### config.mk
export PLATFORM = sky130hd
export DESIGN_NAME = shell_command_tokenizer
export DESIGN_NICKNAME = d
export VERILOG_FILES = /design/src/design/sct_pkg.sv /design/src/design/shell_command_tokenizer.sv /design/src/design/sct_front.sv /design/src/design/sct_queue.sv /design/src/design/sct_back.sv
export VERILOG_INCLUDE_DIRS = /design/src /design/src/design
export SDC_FILE = /design/constraint.sdc
export NUM_CORES = 1
export LEC_CHECK = 0
export ABC_AREA = 1
export BUFFER_PORTS_ARGS = -buffer_cell sky130_fd_sc_hd__buf_2
export CAP_MARGIN = 20
export CORE_UTILIZATION = 45
export DETAILED_ROUTE_END_ITERATION = 8
export GPL_ROUTABILITY_DRIVEN = 0
export PLACE_DENSITY_LB_ADDON = 0.05
export REMOVE_ABC_BUFFERS = 1
export SYNTH_ARGS = -nofsm -noshare
export SYNTH_HDL_FRONTEND = slang
export SYNTH_SLANG_ARGS = --single-unit
export TNS_END_PERCENT = 1
### constraint.sdc
create_clock -name i_clk -period 3.2 [get_ports i_clk]
set_input_delay 0.16 -clock i_clk [delete_from_list [all_inputs] [get_ports i_clk]]
set_output_delay 0.16 -clock i_clk [all_outputs]
set_load 0.02 [all_outputs]
### src/design/shell_command_tokenizer_macros.svh
// Assertion macros shared by the tokenizer modules.
`ifndef SHELL_COMMAND_TOKENIZER_MACROS_SVH
`define SHELL_COMMAND_TOKENIZER_MACROS_SVH

// Implication checked on every clock edge outside reset.
`define SCT_ASSERT_IMPL(label, pre, post, msg) \
    label: assert property (@(posedge i_clk) disable iff (!i_rst_n) (pre) |-> (post)) \
        else $error(msg);

// Condition that must hold on every clock edge outside reset.
`define SCT_ASSERT_ALWAYS(label, cond, msg) \
    label: assert property (@(posedge i_clk) disable iff (!i_rst_n) (cond)) \
        else $error(msg);

// Implication whose consequent is checked in the cycle after the antecedent.
`define SCT_ASSERT_NEXT(label, pre, post, msg) \
    label: assert property (@(posedge i_clk) disable iff (!i_rst_n) (pre) |=> (post)) \
        else $error(msg);

`endif

### src/design/sct_pkg.sv
// Shared types, token codes and character constants for the shell tokenizer.
package sct_pkg;

    // token kinds
    localparam logic [3:0] KIND_CHAR   = 4'd0;
    localparam logic [3:0] KIND_WEND   = 4'd1;
    localparam logic [3:0] KIND_PIPE   = 4'd2;
    localparam logic [3:0] KIND_OR     = 4'd3;
    localparam logic [3:0] KIND_BG     = 4'd4;
    localparam logic [3:0] KIND_AND    = 4'd5;
    localparam logic [3:0] KIND_SEMI   = 4'd6;
    localparam logic [3:0] KIND_IN     = 4'd7;
    localparam logic [3:0] KIND_OUT    = 4'd8;
    localparam logic [3:0] KIND_APPEND = 4'd9;
    localparam logic [3:0] KIND_NL     = 4'd10;
    localparam logic [3:0] KIND_END    = 4'd11;

    // characters
    localparam logic [7:0] CH_PIPE = 8'h7C;
    localparam logic [7:0] CH_AMP  = 8'h26;
    localparam logic [7:0] CH_SEMI = 8'h3B;
    localparam logic [7:0] CH_LT   = 8'h3C;
    localparam logic [7:0] CH_GT   = 8'h3E;
    localparam logic [7:0] CH_NL   = 8'h0A;
    localparam logic [7:0] CH_BSL  = 8'h5C;
    localparam logic [7:0] CH_SP   = 8'h20;
    localparam logic [7:0] CH_TAB  = 8'h09;
    localparam logic [7:0] CH_CR   = 8'h0D;
    localparam logic [7:0] CH_VT   = 8'h0B;
    localparam logic [7:0] CH_FF   = 8'h0C;
    localparam logic [7:0] CH_DQ   = 8'h22;
    localparam logic [7:0] CH_SQ   = 8'h27;

    // event queue between front and back
    localparam int QDEPTH = 4;
    localparam int QAW    = $clog2(QDEPTH);

    typedef struct packed {
        logic [3:0] kind;
        logic [7:0] chr;
    } t_tok;

    // one queue entry: the events caused by one input byte (one or two)
    typedef struct packed {
        logic two;
        t_tok t0;
        t_tok t1;
    } t_entry;

    // queue status seen by the two sides
    typedef struct packed {
        logic full;
        logic empty;
    } t_qstat;

    typedef enum logic [7:0] {
        MODE_IDLE  = 8'b0000_0001,
        MODE_WORD  = 8'b0000_0010,
        MODE_WESC  = 8'b0000_0100,
        MODE_QUOTE = 8'b0000_1000,
        MODE_QESC  = 8'b0001_0000,
        MODE_PIPE  = 8'b0010_0000,
        MODE_AMP   = 8'b0100_0000,
        MODE_GT    = 8'b1000_0000
    } t_mode;

    function automatic logic f_is_blank(input logic [7:0] b);
        return b inside {CH_SP, CH_TAB, CH_CR, CH_VT, CH_FF};
    endfunction

    function automatic logic f_ends_word(input logic [7:0] b);
        return f_is_blank(b) || (b inside {CH_NL, CH_PIPE, CH_AMP, CH_SEMI, CH_LT, CH_GT});
    endfunction

    function automatic t_tok f_tok(input logic [3:0] kind, input logic [7:0] chr);
        t_tok t;
        t.kind = kind;
        t.chr  = (kind == KIND_CHAR) ? chr : 8'd0;
        return t;
    endfunction

endpackage

### src/design/shell_command_tokenizer.sv
// Shell command tokenizer: one command-line byte in, shell token events out.
// Each transfer on the input side carries one byte (or an end-of-input mark);
// each transfer on the result side carries one token event: a word character,
// a word end, an operator (|, ||, &, &&, ;, <, >, >>), newline or end. A byte
// causes zero, one or two events; last_of_run marks the last one of a byte.
// Throughput: one byte per clock while the event queue is not full; a byte
// that causes two events is split into two results, so the result side,
// which moves one event per clock while results are taken, sets the
// sustained rate. A four-entry event queue sits between the lexer and the
// output register so either side can stall on its own. Each event is
// written to the queue and then loaded into the output register.
module shell_command_tokenizer
    import sct_pkg::*;
(
    input  logic       i_clk,
    input  logic       i_rst_n,
    // input side
    input  logic       push,
    output logic       full,
    input  logic [7:0] i_in_byte,
    input  logic       i_end_of_input,
    // result side
    output logic       empty,
    input  logic       pop,
    output logic [3:0] o_token_kind,
    output logic [7:0] o_char_value,
    output logic       o_last_of_run
);

    t_qstat qstat;
    t_entry wr_entry, rd_entry;
    logic   q_wr, q_rd;

    // lexer: mode tracking and classification of each byte
    sct_front u_front (
        .i_clk          (i_clk),
        .i_rst_n        (i_rst_n),
        .i_push         (push),
        .i_in_byte      (i_in_byte),
        .i_end_of_input (i_end_of_input),
        .i_qstat        (qstat),
        .o_full         (full),
        .o_q_wr         (q_wr),
        .o_q_entry      (wr_entry)
    );

    // bytes that cause no event never enter the queue
    sct_queue u_queue (
        .i_clk      (i_clk),
        .i_rst_n    (i_rst_n),
        .i_wr       (q_wr),
        .i_wr_entry (wr_entry),
        .i_rd       (q_rd),
        .o_rd_entry (rd_entry),
        .o_qstat    (qstat)
    );

    // one event per clock into the result register while results are taken
    sct_back u_back (
        .i_clk         (i_clk),
        .i_rst_n       (i_rst_n),
        .i_q_entry     (rd_entry),
        .i_qstat       (qstat),
        .o_q_rd        (q_rd),
        .i_pop         (pop),
        .o_empty       (empty),
        .o_token_kind  (o_token_kind),
        .o_char_value  (o_char_value),
        .o_last_of_run (o_last_of_run)
    );

endmodule

### src/design/sct_front.sv
// Front end: lexer state and per-byte classification into queue entries.
module sct_front
    import sct_pkg::*;
(
    input  logic       i_clk,
    input  logic       i_rst_n,
    input  logic       i_push,
    input  logic [7:0] i_in_byte,
    input  logic       i_end_of_input,
    input  t_qstat     i_qstat,
    output logic       o_full,
    output logic       o_q_wr,
    output t_entry     o_q_entry
);

`include "shell_command_tokenizer_macros.svh"

    t_mode r_mode, n_mode;
    logic  r_qs, n_qs;

    logic  acc;
    // between-tokens handling of the current byte
    logic  bt_v;
    t_tok  bt_tok;
    t_mode bt_mode;
    logic  bt_qs;
    // first (pre) and second event of this byte
    logic  p_v, s_v, use_bt;
    t_tok  p_tok, s_tok;
    logic [7:0] qc;

    assign o_full = i_qstat.full;
    assign acc    = i_push && !i_qstat.full;

    always_comb begin
        bt_v    = 1'b0;
        bt_tok  = f_tok(KIND_CHAR, i_in_byte);
        bt_mode = MODE_IDLE;
        bt_qs   = r_qs;
        if (!f_is_blank(i_in_byte)) begin
            case (i_in_byte)
                CH_PIPE: bt_mode = MODE_PIPE;
                CH_AMP:  bt_mode = MODE_AMP;
                CH_GT:   bt_mode = MODE_GT;
                CH_SEMI: begin bt_v = 1'b1; bt_tok = f_tok(KIND_SEMI, 8'd0); end
                CH_LT:   begin bt_v = 1'b1; bt_tok = f_tok(KIND_IN, 8'd0); end
                CH_NL:   begin bt_v = 1'b1; bt_tok = f_tok(KIND_NL, 8'd0); end
                CH_DQ:   begin bt_mode = MODE_QUOTE; bt_qs = 1'b0; end
                CH_SQ:   begin bt_mode = MODE_QUOTE; bt_qs = 1'b1; end
                CH_BSL:  bt_mode = MODE_WESC;
                default: begin bt_v = 1'b1; bt_mode = MODE_WORD; end
            endcase
        end
    end

    always_comb begin
        n_mode = r_mode;
        n_qs   = r_qs;
        p_v    = 1'b0;
        p_tok  = f_tok(KIND_CHAR, i_in_byte);
        use_bt = 1'b0;
        qc     = r_qs ? CH_SQ : CH_DQ;
        if (i_end_of_input) begin
            n_mode = MODE_IDLE;
            n_qs   = 1'b0;
            case (r_mode)
                MODE_WORD, MODE_WESC, MODE_QUOTE, MODE_QESC: begin
                    p_v = 1'b1; p_tok = f_tok(KIND_WEND, 8'd0);
                end
                MODE_PIPE: begin p_v = 1'b1; p_tok = f_tok(KIND_PIPE, 8'd0); end
                MODE_AMP:  begin p_v = 1'b1; p_tok = f_tok(KIND_BG, 8'd0); end
                MODE_GT:   begin p_v = 1'b1; p_tok = f_tok(KIND_OUT, 8'd0); end
                default: ;
            endcase
        end else begin
            case (r_mode)
                MODE_IDLE: use_bt = 1'b1;
                MODE_WORD: begin
                    if (f_ends_word(i_in_byte)) begin
                        p_v = 1'b1; p_tok = f_tok(KIND_WEND, 8'd0); use_bt = 1'b1;
                    end else if (i_in_byte == CH_BSL) begin
                        n_mode = MODE_WESC;
                    end else begin
                        p_v = 1'b1;
                    end
                end
                MODE_WESC: begin p_v = 1'b1; n_mode = MODE_WORD; end
                MODE_QUOTE: begin
                    if (i_in_byte == qc) begin
                        p_v = 1'b1; p_tok = f_tok(KIND_WEND, 8'd0); n_mode = MODE_IDLE;
                    end else if (i_in_byte == CH_BSL) begin
                        n_mode = MODE_QESC;
                    end else begin
                        p_v = 1'b1;
                    end
                end
                MODE_QESC: begin p_v = 1'b1; n_mode = MODE_QUOTE; end
                MODE_PIPE: begin
                    p_v = 1'b1; n_mode = MODE_IDLE;
                    if (i_in_byte == CH_PIPE) p_tok = f_tok(KIND_OR, 8'd0);
                    else begin p_tok = f_tok(KIND_PIPE, 8'd0); use_bt = 1'b1; end
                end
                MODE_AMP: begin
                    p_v = 1'b1; n_mode = MODE_IDLE;
                    if (i_in_byte == CH_AMP) p_tok = f_tok(KIND_AND, 8'd0);
                    else begin p_tok = f_tok(KIND_BG, 8'd0); use_bt = 1'b1; end
                end
                default: begin
                    p_v = 1'b1; n_mode = MODE_IDLE;
                    if (i_in_byte == CH_GT) p_tok = f_tok(KIND_APPEND, 8'd0);
                    else begin p_tok = f_tok(KIND_OUT, 8'd0); use_bt = 1'b1; end
                end
            endcase
            if (use_bt) begin
                n_mode = bt_mode;
                n_qs   = bt_qs;
            end
        end
    end

    // second event: between-tokens output, or the end mark
    assign s_v   = i_end_of_input ? 1'b1 : (use_bt && bt_v);
    assign s_tok = i_end_of_input ? f_tok(KIND_END, 8'd0) : bt_tok;

    assign o_q_wr          = acc && (p_v || s_v);
    assign o_q_entry.two   = p_v && s_v;
    assign o_q_entry.t0    = p_v ? p_tok : s_tok;
    assign o_q_entry.t1    = s_tok;

    always_ff @(posedge i_clk) begin
        if (!i_rst_n) begin
            r_mode <= MODE_IDLE;
            r_qs   <= 1'b0;
        end else if (acc) begin
            r_mode <= n_mode;
            r_qs   <= n_qs;
        end
    end

    `SCT_ASSERT_NEXT(a_eoi_idle, acc && i_end_of_input, r_mode == MODE_IDLE && !r_qs, "end of input must leave the lexer idle")
    `SCT_ASSERT_IMPL(a_eoi_writes, acc && i_end_of_input, o_q_wr, "end of input must queue an end event")

endmodule

### src/design/sct_queue.sv
// Short event queue decoupling the lexer front end from the output back end.
module sct_queue
    import sct_pkg::*;
(
    input  logic   i_clk,
    input  logic   i_rst_n,
    input  logic   i_wr,
    input  t_entry i_wr_entry,
    input  logic   i_rd,
    output t_entry o_rd_entry,
    output t_qstat o_qstat
);

`include "shell_command_tokenizer_macros.svh"

    t_entry         r_mem [QDEPTH];
    logic [QAW-1:0] r_wp, r_rp;
    logic [QAW:0]   r_cnt;

    assign o_qstat.full  = (r_cnt == (QAW+1)'(QDEPTH));
    assign o_qstat.empty = (r_cnt == '0);
    assign o_rd_entry    = r_mem[r_rp];

    always_ff @(posedge i_clk) begin
        if (i_wr) r_mem[r_wp] <= i_wr_entry;
    end

    always_ff @(posedge i_clk) begin
        if (!i_rst_n) begin
            r_wp  <= '0;
            r_rp  <= '0;
            r_cnt <= '0;
        end else begin
            if (i_wr) r_wp <= r_wp + QAW'(1);
            if (i_rd) r_rp <= r_rp + QAW'(1);
            r_cnt <= r_cnt + (QAW+1)'(i_wr) - (QAW+1)'(i_rd);
        end
    end

    `SCT_ASSERT_ALWAYS(a_cnt_range, r_cnt <= (QAW+1)'(QDEPTH), "queue count beyond depth")
    `SCT_ASSERT_IMPL(a_no_underflow, i_rd, !o_qstat.empty, "read from empty queue")

endmodule

### src/design/sct_back.sv
// Back end: splits queue entries into single events and holds the result register.
module sct_back
    import sct_pkg::*;
(
    input  logic       i_clk,
    input  logic       i_rst_n,
    input  t_entry     i_q_entry,
    input  t_qstat     i_qstat,
    output logic       o_q_rd,
    input  logic       i_pop,
    output logic       o_empty,
    output logic [3:0] o_token_kind,
    output logic [7:0] o_char_value,
    output logic       o_last_of_run
);

`include "shell_command_tokenizer_macros.svh"

    logic r_valid, r_last, r_sub;
    t_tok r_tok;
    logic load, last;
    t_tok cur;

    assign load   = !i_qstat.empty && (!r_valid || i_pop);
    assign cur    = r_sub ? i_q_entry.t1 : i_q_entry.t0;
    assign last   = !i_q_entry.two || r_sub;
    assign o_q_rd = load && last;

    always_ff @(posedge i_clk) begin
        if (load) begin
            r_tok  <= cur;
            r_last <= last;
        end
    end

    always_ff @(posedge i_clk) begin
        if (!i_rst_n) begin
            r_valid <= 1'b0;
            r_sub   <= 1'b0;
        end else begin
            r_valid <= load || (r_valid && !i_pop);
            if (load) r_sub <= !last;
        end
    end

    assign o_empty       = !r_valid;
    assign o_token_kind  = r_tok.kind;
    assign o_char_value  = r_tok.chr;
    assign o_last_of_run = r_last;

    `SCT_ASSERT_IMPL(a_sub_has_entry, r_sub, !i_qstat.empty && i_q_entry.two, "second event lost")

endmodule
==> Yosys cells after proc, flatten, opt, wreduce, memory -nomap -nowiden <==
Memory sizes are Yosys's and may differ from the RTL's. A register that Yosys moved wholly into a read port is not among the register bits.
Index checks and enable logic that the tools add are counted.
{ "word_totals": {"register_bits": 31, "mem_bits_rw": 100, "inputBits": 13, "output_inout_bits": 15, "elab_cells": 123, "memories": 1} }
{ "memory_table": {"columns": ["name", "depth", "word_bits", "read_ports", "rd_clocked_by_memory_dff", "wr", "line_no", "text"], "rows": [
  ["u_queue.r_mem", 4, 25, 1, 1, 1, "sct_queue.sv:16", "t_entry r_mem [QDEPTH];"]
]} }
{ "op_classes": {"add_sub_neg": 4, "n_eq_ne": 29, "mux": 47, "n_reduce_logical": 32} }
{ "op_table": {"columns": ["cell", "n"], "rows": [
  ["$eq 8x6->1 const B", 8],
  ["$mux 12", 5],
  ["$pmux 12 s5", 1],
  ["$mux 8", 7],
  ["$eq 8x4->1 const B", 6],
  ["$pmux 12 s4", 1],
  ["$pmux 8 s6", 1],
  ["$mux 9", 5],
  ["$pmux 8 s5", 1],
  ["$pmux 12 s3", 1],
  ["$eq 8x7->1 const B", 3],
  ["$mux 1", 19],
  ["$reduce_or 3->1", 3],
  ["$eq 8x1->1 const B", 1],
  ["$eq 8x2->1 const B", 1],
  ["$eq 8x3->1 const B", 1],
  ["$eq 8x5->1 const B", 1],
  ["$eq 8x8->1", 1],
  ["$eq 8x8->1 const B", 1],
  ["$logic_and 1x1->1", 7],
  ["$reduce_or 7->1", 1],
  ["$logic_not 1->1", 6],
  ["$reduce_bool 6->1", 1],
  ["$reduce_or 6->1", 1],
  ["23 further kinds", 29]
]} }

==> Longest topological paths before layout <==
{ "depth": {"ltp_word": 13, "depth_mapped": 18, "ltp_nobuf": 18} }

==> Hierarchy <==
A second synthesis with hierarchy kept.
{ "unflattened": {"hier_cells": 673, "hier_area_um2": 6581.3} }
{ "modules_own_cells": {"columns": ["module", "instances", "cells_each", "area_each_um2", "seq_area_each_um2"], "rows": [
  ["sct_queue", 1, 347, 4394.2, 3183.1],
  ["sct_front", 1, 259, 1498.9, 180.2],
  ["sct_back", 1, 67, 688.2, 430.4]
]} }

==> Least setup slack after synthesis <==
No wires, ideal clock.
{ "synth_path": {"path_type": "flip-flop to flip-flop", "from": "reg u_front.r_mode[7]", "to": "mem u_queue.r_mem[0][0] (netlist bit) (enable)", "setup_time_ps": 407, "arrival_ps": 2537, "required_ps": 2793, "setup_slack_ps": 257, "path_stages_with_launch": 14, "path_buffers": 0, "synth_period_minus_slack_ps": 2943, "path_cell_list": "dfxtp_1 > inv_1 > nand2_2 > nor2_4 > nand2_4 > nand2_2 > nor2_4 > nand2_2 > nor2_4 > nand2_4 > nand3_1 > nand3_1 > nand2_1 > nor2_1"} }
{ "synth_between": {"elab_chain_cells": 11, "elab_cells_between_ends": 22, "classes_between": "8 x eq/ne; 9 x mux; 5 x reduce/logical"} }
{ "synth_rtl": {"columns": ["item", "line_no", "text"], "rows": [
  ["start: declaration", "sct_front.sv:18", "t_mode r_mode, n_mode;"],
  ["start signal: assignment", "sct_front.sv:135", "r_mode <= n_mode;"],
  ["$eq 8x3->1 (tied with other cells)", "sct_front.sv:66, sct_front.sv:76", null],
  ["$reduce_or 3->1 (no line)", null, null],
  ["$pmux 1 s5", "sct_front.sv:76", "case (r_mode)"],
  ["$mux 1 (2 in series)", "sct_front.sv:63", "if (i_end_of_input) begin"],
  ["$logic_and 1x1->1", "sct_front.sv:122", "assign s_v = i_end_of_input ? 1'b1 : (use_bt && bt_v);"],
  ["$mux 1", "sct_front.sv:122", null],
  ["$logic_or 1x1->1 *", "sct_front.sv:125", "assign o_q_wr = acc && (p_v || s_v);"],
  ["$logic_and 1x1->1 *", "sct_front.sv:125", null],
  ["$mux 1 *", "sct_queue.sv:25", "if (i_wr) r_mem[r_wp] <= i_wr_entry;"],
  ["$mux 1 (not written as such) *", "sct_queue.sv:25", null],
  ["end: declaration", "sct_queue.sv:16", null]
]} }
Mark *: on every way between the ends. The rest lies on a longest branch, timed or not. The select of a mux whose other input is x is not followed.

==> Final worst setup path <==
{ "layout_path": {"from": "reg u_front.r_mode[6]", "to": "reg u_queue.r_cnt[2]"} }
{ "layout_between": {"elab_chain_cells": 11, "elab_cells_between_ends": 22, "classes_between": "2 x add/sub; 8 x eq/ne; 7 x mux; 5 x reduce/logical"} }
{ "layout_rtl": {"columns": ["item", "line_no", "text"], "rows": [
  ["$eq 8x3->1 (tied with other cells)", "sct_front.sv:66, sct_front.sv:76", null],
  ["$reduce_or 3->1 (no line)", null, null],
  ["$pmux 1 s5", "sct_front.sv:76", null],
  ["$mux 1 (2 in series)", "sct_front.sv:63", null],
  ["$logic_and 1x1->1", "sct_front.sv:122", null],
  ["$mux 1", "sct_front.sv:122", null],
  ["$logic_or 1x1->1 *", "sct_front.sv:125", null],
  ["$logic_and 1x1->1 *", "sct_front.sv:125", null],
  ["named net q_wr", "shell_command_tokenizer.sv:32", "logic q_wr, q_rd;"],
  ["$add 3x1->3 *", "sct_queue.sv:36", "r_cnt <= r_cnt + (QAW+1)'(i_wr) - (QAW+1)'(i_rd);"],
  ["$sub 3x1->3 *", "sct_queue.sv:36", null],
  ["end signal: assignment", "sct_queue.sv:36", null],
  ["end: declaration", "sct_queue.sv:18", "logic [QAW:0] r_cnt;"]
]} }
Mark *: on every way through the listed nets, which the timed path passes. The rest lies on a longest branch. The select of a mux whose other input is x is not followed.
A chain may end at the register's enable or synchronous reset.

==> impl_metrics.env <==
export IMPL_status="finished, final reports clean"
export IMPL_p_sw_share_pct=31.72
export IMPL_die_h_microns=118.1
export IMPL_via_per_inst=5.176
export IMPL_drt_iter0_drc=418
export IMPL_firstDrtPassIters=5
export IMPL_hpwlAfterDp_microns=8698
export IMPL_die_x_microns=118.1
export IMPL_syn_inst=624
export IMPL_fin_ws_ns=0.3466
export IMPL_fin_crit_sh_pct=89.17
export IMPL_vias=4410
export IMPL_cts_sinks=133
export IMPL_rows=42
export IMPL_cp_required_ns=3.51
export IMPL_setup_viol=0
export IMPL_dp_cells=819
export IMPL_power_frac_seq_pct=40.9
export IMPL_antenna_found_initial=0
export IMPL_crit_path_start_kind="flip-flop"
export IMPL_min_from="i_rst_n"
export IMPL_clk_latency_ns=0.42
export IMPL_fin_skew_ns=0.005970
export IMPL_end_kind="flip-flop"
export IMPL_grt_overflow_total=0
export IMPL_ctsResizeCount=0
export IMPL_cp_arrival_ns=3.16
export IMPL_leakage_nw=2.818
export IMPL_synth_area_per_cell_sq_um=9.717
export IMPL_drc_errors=0
export IMPL_root_buffer="clkbuf_16"
export IMPL_grt_usage_pct=21.21
export IMPL_combPwrFrac_pct=26.5
export IMPL_p_sw_mw=1.833
export IMPL_wl_per_cell_microns=16.15
export IMPL_port_buffers=27
export IMPL_tightest_slew_ns=0.5284
export IMPL_hold_viol_final=0
export IMPL_initial_utilization_pct=45.97
export IMPL_cts_max_level=4
export IMPL_num_antenna_cells=0
export IMPL_synth_seq_area_share_pct=62.57
export IMPL_synthesis_area_sq_um=6063
export IMPL_drive_gt1_share_pct=15.53
export IMPL_final_common_cell="nor2_1"
export IMPL_regArea_sq_um=3794
export IMPL_io_pins=28
export IMPL_stdcell_count=852
export IMPL_rsz0062_at_grt="no"
export IMPL_wirelength_microns=13760
export IMPL_fillers=1170
export IMPL_synth_seq_cells=133
export IMPL_clkPwrFrac_pct=32.6
export IMPL_finalCriticalPeriod_ns=2.853
export IMPL_intPower_mw=3.945
export IMPL_drv_slew=0
export IMPL_grt_pass1_wl_microns=22120
export IMPL_die_area_sq_um=13940
export IMPL_crit_path_start="u_front.r_mode[6]"
export IMPL_power_density_nw_per_um2=815.0
export IMPL_cts_made_buffers=17
export IMPL_dp_slack_ns=0.3881
export IMPL_cts_max_path_buffers=2
export IMPL_final_antenna_net_count=0
export IMPL_rr_startpoint="u_front.r_mode[6]"
export IMPL_synthToLayoutAreaGrowth_pct=16.92
export IMPL_nNetsFinal=683
export IMPL_ys_types=30
export IMPL_path_clk_slew_ns=0.06
export IMPL_max_freq_mhz=350.5
export IMPL_core_area_sq_um=13190
export IMPL_peakVddDrop_mv=0.3724
export IMPL_path_class="reg2reg"
export IMPL_cts_tree="yes"
export IMPL_drv_cap=0
export IMPL_cp_max_fo=7
export IMPL_grt_pass1_vias=4269
export IMPL_yosysWarnings=0
export IMPL_grt_max_degree=49
export IMPL_max_slew_margin_pct=64.78
export IMPL_hold_path_class="in2reg"
export IMPL_final_cell_mix="151 x nor2_1, 113 x edfxtp_1, 84 x nand2_1, 56 x o21ai_0, 46 x inv_1"
export IMPL_multiInputGateArea_sq_um=1982
==> worst paths after layout <==
path / endpoint / slack [ns] / depth (start not counted)
min reg2reg: flip-flop / 0.47 / 2
max reg2reg: u_queue.r_cnt[2] / 0.35 / 15
max: u_queue.r_cnt[2] / 0.35 / 15
min: u_front.r_mode[0] / 0.1 / 2
==> power by group through the flow <==
stage | clock network [mW] | registers (mW) | logic [mW]
floorplan | 0 | 2.55 | 0.848
global placement | 0 | 2.39 | 1.52
detailed placement | 0 | 2.40 | 1.55
CTS | 1.92 | 2.37 | 1.55
global route | 2.00 | 2.39 | 1.72
finish | 1.89 | 2.36 | 1.53
==> area by class of cell <==
cell class | instances | share of cell area (%)
Tap cell | 176 | 3.106
Timing Repair Buffer | 41 | 4.130
Clock inverter | 6 | 0.5118
Inverter | 56 | 2.965
Multi-Input combinational cell | 414 | 27.96
Clock buffer | 26 | 7.819
Sequential cell | 133 | 53.51
==> flip-flops by register name, summed over array words and instances, names as in the netlist, named ones only <==
name                  flops
u_back.o_token_kind       4
u_queue.r_cnt             3
u_queue.r_wp              2
u_back.o_char_value       8
u_back.r_valid            1
u_front.r_qs              1
u_queue.r_rp              2
u_queue.r_mem           100
u_back.r_sub              1
u_back.o_last_of_run      1
u_front.r_mode            8
==> Yosys cell counts (all sizes together) <==
| cell type | n | area, sq um |
|---|---|---|
| xor2 | 2 | 17.52 |
| fa | 1 | 20.02 |
| o21ai | 59 | 299.0 |
| nand3 | 23 | 120.1 |
| nand2 | 101 | 451.7 |
| clkbuf | 19 | 71.32 |
| nand4 | 4 | 25.02 |
| buf | 2 | 16.26 |
| o211ai | 1 | 7.510 |
| a21oi | 24 | 123.9 |
| edfxtp | 113 | 3393 |
| clkinv | 3 | 11.26 |
| ha | 6 | 75.07 |
| o22ai | 14 | 87.58 |
| dfxtp | 20 | 400.4 |
| nor2 | 161 | 634.4 |
| nand3b | 2 | 15.01 |
| inv | 53 | 199.0 |
| nor3 | 4 | 20.02 |
| a31oi | 12 | 75.07 |
==> critical path: stages (launching register included) <==
cell and delay (ns):
dfxtp_1 0.40, inv_2 0.05, nand2_2 0.09, nor2_4 0.07, nand2_4 0.09, nand2_2 0.07, nor2_4 0.15, nand3_1 0.11
o21ai_2 0.28, nand3_1 0.24, nand2_1 0.25, inv_1 0.07, ha_1 0.22, fa_1 0.41, xor2_1 0.17, nor2_1 0.05
==> kinds of logic after synthesis <==
family,count (synthesis),share of synthesized area (%)
flip-flops,133,62.57
XOR/XNOR,2,0.2890
adder cells (fa/ha/maj),7,1.568
buffers and inverters,77,4.911
AND/OR/NAND/NOR,295,20.88
AO/OA/AOI/OAI,110,9.781
==> through the flow <==
stage / util, % / hold WS [ns] / instance area (sq um) / setup TNS, ns / power (mW)
final: 53.75 / 0.09904 / 7089 / 0 / 5.778
after global routing: 53.75 / 0.1063 / 7089 / 0 / 6.107
after CTS: 53.75 / 0.08948 / 7089 / 0 / 5.834
after detailed placement: 49.19 / 0.4413 / 6489 / 0 / 3.946
after global placement: 49.19 / 0.4339 / 6489 / 0 / 3.917
after floorplan: - / 0.2441 / 5976 / -0.4280 / 3.401
==> metal layers <==
| layer | vias to the layer above | global-route usage (%) | share of wire (%) |
|---|---|---|---|
| met5 | - | 0 | 0 |
| met4 | 0 | 12.26 | 3.8 |
| met3 | 28 | 5.523 | 3.8 |
| met2 | 100 | 33.35 | 47 |
| met1 | 2090 | 26.43 | 46 |
| li1 | 2192 | - | - |
==> what timing repair did <==
item	CTS	global route
setup buffers	0	0
hold buffers	1	0
hold endpoints to repair	1	0
No activity file was read; power rests on OpenSTA's default activity.
